$ cat src/hw/rtl/weighted_plane_normal_equations_unit_defines.svh
// ----------------------------------------------------------------------------
// Weighted plane normal equations: assertion macros
// Concurrent assertion shorthands clocked on clk and disabled while arst_n is low.
// ----------------------------------------------------------------------------
`ifndef WEIGHTED_PLANE_NORMAL_EQUATIONS_UNIT_DEFINES_SVH
`define WEIGHTED_PLANE_NORMAL_EQUATIONS_UNIT_DEFINES_SVH

`ifndef SYNTHESIS
`define WPNE_ASSERT_IMP(lbl, ante, cons, msg) \
	lbl: assert property (@(posedge clk) disable iff (!arst_n) (ante) |-> (cons)) \
		else $error(msg);
`define WPNE_ASSERT_NXT(lbl, ante, cons, msg) \
	lbl: assert property (@(posedge clk) disable iff (!arst_n) (ante) |=> (cons)) \
		else $error(msg);
`else
`define WPNE_ASSERT_IMP(lbl, ante, cons, msg)
`define WPNE_ASSERT_NXT(lbl, ante, cons, msg)
`endif

`endif

$ cat src/hw/rtl/wpne_pkg.sv
// ----------------------------------------------------------------------------
// Weighted plane normal equations: shared package
// Word types for points, results and the internal queue, plus default sizes.
// ----------------------------------------------------------------------------
`default_nettype none

package wpne_pkg;

	localparam int WPNE_ROM_DEPTH     = 1024;
	localparam int WPNE_FRACTION_BITS = 16;
	localparam int WPNE_QUEUE_DEPTH   = 4;

	// Widest weight over the supported fraction widths.
	localparam int WEIGHT_W = 25;

	typedef struct packed {
		logic signed [31:0] px;
		logic signed [31:0] py;
		logic signed [31:0] pz;
		logic               last_point;
	} in_word_t;

	typedef struct packed {
		logic signed [63:0] h_00;
		logic signed [63:0] h_01;
		logic signed [63:0] h_02;
		logic signed [63:0] h_11;
		logic signed [63:0] h_12;
		logic signed [63:0] h_22;
		logic signed [63:0] g_0;
		logic signed [63:0] g_1;
		logic signed [63:0] g_2;
		logic               overflowed;
	} out_word_t;

	typedef struct packed {
		in_word_t              pt;
		logic [WEIGHT_W-1:0]   weight;
	} q_item_t;

	typedef struct packed {
		logic emit;
		logic stall;
	} back_stat_t;

endpackage

`default_nettype wire

$ cat src/hw/rtl/wpne_queue.sv
// ----------------------------------------------------------------------------
// Weighted plane normal equations: decoupling queue
// Small first-in first-out buffer of weighted points between front and back.
// ----------------------------------------------------------------------------
`default_nettype none

module wpne_queue
	import wpne_pkg::*;
#(
	parameter int DEPTH = WPNE_QUEUE_DEPTH
) (
	input  logic    clk,
	input  logic    arst_n,
	input  logic    wr,
	input  q_item_t wr_data,
	input  logic    rd,
	output q_item_t rd_data,
	output logic    full,
	output logic    empty
);

	localparam int PW = (DEPTH > 1) ? $clog2(DEPTH) : 1;
	localparam int CW = $clog2(DEPTH + 1);

	q_item_t         mem_q [DEPTH];
	logic [PW-1:0]   wr_ptr_q, rd_ptr_q;
	logic [CW-1:0]   cnt_q;

	assign full    = (cnt_q == CW'(DEPTH));
	assign empty   = (cnt_q == '0);
	assign rd_data = mem_q[rd_ptr_q];

	always_ff @(posedge clk or negedge arst_n) begin
		if (!arst_n) begin
			wr_ptr_q <= '0;
			rd_ptr_q <= '0;
			cnt_q    <= '0;
		end else begin
			if (wr) begin
				wr_ptr_q <= (wr_ptr_q == PW'(DEPTH - 1)) ? '0 : wr_ptr_q + 1'b1;
			end
			if (rd) begin
				rd_ptr_q <= (rd_ptr_q == PW'(DEPTH - 1)) ? '0 : rd_ptr_q + 1'b1;
			end
			if (wr && !rd) begin
				cnt_q <= cnt_q + 1'b1;
			end else if (rd && !wr) begin
				cnt_q <= cnt_q - 1'b1;
			end
		end
	end

	always_ff @(posedge clk) begin
		if (wr) begin
			mem_q[wr_ptr_q] <= wr_data;
		end
	end

endmodule

`default_nettype wire

$ cat config.mk
export PLATFORM = sky130hd
export DESIGN_NAME = wpne_queue
export DESIGN_NICKNAME = d
export VERILOG_FILES = /design/src/hw/rtl/weighted_plane_normal_equations_unit_defines.svh /design/src/hw/rtl/wpne_pkg.sv /design/src/hw/rtl/wpne_queue.sv
export SDC_FILE = /design/constraint.sdc
export NUM_CORES = 1
export LEC_CHECK = 0
export BUFFER_PORTS_ARGS = -buffer_cell sky130_fd_sc_hd__buf_2
export CORE_ASPECT_RATIO = 1.5
export CORE_MARGIN = 1
export CORE_UTILIZATION = 57
export DETAILED_ROUTE_END_ITERATION = 8
export PLACE_DENSITY = 0.91
export SYNTH_ARGS = -nofsm -noshare
export SYNTH_HDL_FRONTEND = slang
export SYNTH_SLANG_ARGS = --single-unit
export TNS_END_PERCENT = 1
$ cat constraint.sdc
create_clock -name clk -period 4.94 [get_ports clk]
set_input_delay 0 -clock clk [delete_from_list [all_inputs] [get_ports clk]]
set_output_delay 0 -clock clk [all_outputs]
set_load 0.03 [all_outputs]
==> results by group <==
Global route
  • Met2 usage: 42.48%
  • M1 GR Usage: 26.70%
  • Grt ovf: 0
  • Initial antenna violation count: 2
  • Global-route wire length before repair: 55.11 mm
  • Global route hottest layer: met2
  • Pin count of the biggest net entering global routing: 74
  • Grt met3 use: 3.830%
  • Vias in the first global route: 9331
  • Total track usage: 23.65%

Power and ir drop
  • Design Power: 13.72 mW
  • Leakage: 7.766 nW
  • Cell Pwr Density: 610.3 nW/um2
  • VDD IR max: 391.0 uV

Synth
  • Number of register bits inferred by synthesis: 495
  • XOR/XNOR share of the synthesized area: 0.1460%
  • Post-synth net total: 808
  • Yosys warns: 0
  • Avg Inst Size Synth: 26.67 um2
  • Post-synthesis cell count: 675
  • Post-synth cell types: 19
  • Area leader, netlist: edfxtp_1
  • Mux share of post-synthesis cell area: 15.45%
  • Synth area leaders: edfxtp_1 (81%), mux4_2 (15%), dfrtp_1 (0.97%)
  • Compound-Gate Fraction of Synth Area: 0.05561%
  • Main combinational cell family by area after synthesis: multiplexers
  • Simple-Gate Fraction of Synth Area: 0.3128%
  • Top cell type's share of synthesized area: 81.41%
  • Register area share after synthesis: 82.38%
  • Mapped Area: 18000 um2
  • Synth Area in Adders: 0.5283%

Job
  • Max-cap viol count: 0

Routing
  • Pre-antenna DRT Iters: 5
  • Remaining DRCs: 0
  • Detail Route Antenna Nets: 0
  • DRT iter0 DRCs: 524
  • WL final: 37.78 mm
  • Vias: 8614
  • Vias/cell: 5.667
  • Routed wire per std cell: 24.85 um

Clock network
  • CTS max path bufs: 3
  • CTS tree: yes
  • H-tree levels: 2
  • Clk slew on worst S/H paths: 0.07 ns
  • Clock sinks: 495
  • Post-CTS setup buffers: 0
  • Skew-Pair Late Insertion Delay: 0.54 ns
  • Clock Tree Root: clkbuf_16
  • Cts bufs inserted: 44
  • Post-CTS Resized: 0

Setup path
  • Worst setup EP type: primary output
  • Worst r2r src: wr_ptr_q[0]
  • WP data required: 4.94 ns
  • Arr. time, crit path: 2.74 ns
  • Worst reg2reg path endpoint: mem_q[2][5]
  • Crit-path cells: buf_12 > mux4_2 > buf_2
  • Max stage delay on crit path: 0.88 ns
  • Worst Path Max Fanout: 51
  • WP buf/inv: 2
  • FF-to-FF setup slack: 2.44 ns
  • Kind of critical path: flop to primary output
  • CP Launch Type: flop
  • Crit path max-delay family: flip-flops
  • CP max-delay cell: dfrtp_4
  • R2R depth: 4

Worst hold path
  • Worst Hold Class: input pin to flop
  • Hold depth: 2
  • Hold_sp: wr_data[71]
  • Hold Path Sink: mem_q[0][71]

STA
  • Max Freq: 364.4 MHz
  • Worst Clk Skew: 0.01815 ns
  • Smallest setup slack after layout: 2.196 ns
  • Post-layout min period: 2.744 ns
  • RSZ-0062 raised after global routing: no
  • Max Slew Vio Count: 0
  • Fin. Hold Viols: 0
  • Measured slew at the worst slew-check pin: 1.120 ns
  • Fin crit share: 55.56%
  • Finish-stage setup viols: 0
  • Slew margin rel.: 25.35%
  • Setup tns final: 0 ns

Final layout
  • Finished Layout Cells: 1520
  • Nets: 1211
  • Layout area overhead: 24.86%
  • Design Area, Final: 22480 um2
  • Layout cells sized above 1: 40.92%

Place
  • Placed cell areas: 19710 um2
  • DP HPWL: 20.38 mm
  • Placed insts: 1311
  • GPL Wtd Cong: 0.7224
  • PortBufs: 249
  • Dpl ws: 2.365 ns

Floorplan
  • Chip width: 147.1 um
  • Initial Utilization: 58.00%
  • Row cnt: 79
  • Die H: 219.7 um
  • Die area: 32310 um2
  • Ports: 250
  • Core ar.: 31040 um2

Outcome
  • Status: complete, no violations
[registers in the layout, indices dropped and copies added (netlist names)]
register and flops:
wr_ptr_q 2, mem_q 488, rd_ptr_q 2, cnt_q 3
[final cells by class]
cell class / instances / area, um2
diodes: 3 / 7.507
clock buffers: 49 / 1141
clock inverters: 31 / 357.8
fillers: 1751 / 8561
inverters: 4 / 15.01
multi-input cells: 148 / 2979
flip-flops and latches: 495 / 14840
well taps: 405 / 506.7
repair buffers: 385 / 2633
[synth_stat cells]
library cell,number
edfxtp_1,488
mux4_2,122
buf_2,15
buf_6,8
dfrtp_1,7
ha_1,6
and2_1,4
clkbuf_1,4
inv_1,4
mux2_2,3
nor2_1,3
nand2_1,2
o21ai_0,2
xor2_1,2
buf_4,1
fa_1,1
nor3_1,1
nor3b_1,1
xnor2_1,1
[power breakdown]
part	leakage (nW)	internal, mW	switching [mW]
sequential	4.56	5.39	0.381
clock	0.736	2.09	1.45
combinational	2.47	1.64	2.76
[how the worst max path moves through the flow]
stage / start / to / cells after the start
2_1_floorplan: wr_ptr_q[0] / mem_q[0][0] / 3
3_3_place_gp: wr_ptr_q[0] / mem_q[2][13] / 4
3_5_place_dp: wr_ptr_q[0] / mem_q[2][13] / 4
4_1_cts: rd_ptr_q[0] / rd_data[15] / 3
5_1_grt: rd_ptr_q[0] / rd_data[22] / 3
6_report: rd_ptr_q[0] / rd_data[27] / 3
[metal layers]
layer  part of all wire [%]  vias up
li1                       -     3733
met1                     34     4436
met2                     54      341
met3                    5.4      104
met4                    5.7        0
met5                      0        -
[worst register-to-register path, delay by kind of cell (launching register included)]
kind	cells	cell delay, ns
fa+ha+maj	1	0.16
buf+inv	2	0.67
flops	1	0.42
simple gates	1	0.89
[timing repair]
action,4_1_cts,5_1_grt
hold endpoints to repair,500,0
setup endpoints to repair,0,0
hold buffers,126,0
[placed cells by master (no fill, tap or decap), types with 3 or more instances in the layout]
master           n
and2_4           4
buf_12           4
buf_2          249
buf_4            6
bufinv_16        8
clkbuf_1         4
clkbuf_16       45
clkinv_1        11
clkinv_2         8
dfrtp_1          5
diode_2          3
dlygate4sd3_1  126
edfxtp_1       488
ha_1             6
inv_1            4
mux2_2           3
mux4_2         122
nor2_1           3
[logic make-up (layout without fill, tap and decap cells)]
| logic type | count (synthesis) | after routing |
|---|---|---|
| DFF | 495 | 495 |
| muxes | 125 | 125 |
| buffers and inverters | 32 | 469 |
| and+or+nand+nor | 11 | 11 |
| adders and majority gates | 7 | 7 |
| xor gates and xnor gates | 3 | 3 |
| AOI/OAI and AO/OA | 2 | 2 |
| other | 0 | 3 |
[metrics by stage]
stage | hold WS, ns | util [%]
global placement | -0.1478 | 63.50
finish | 0.2119 | 72.42
floorplan | -0.2956 | -
CTS | 0.1792 | 72.39
detailed placement | -0.1404 | 63.50
global route | 0.2090 | 72.41
(Power assumes the default switching activity.)
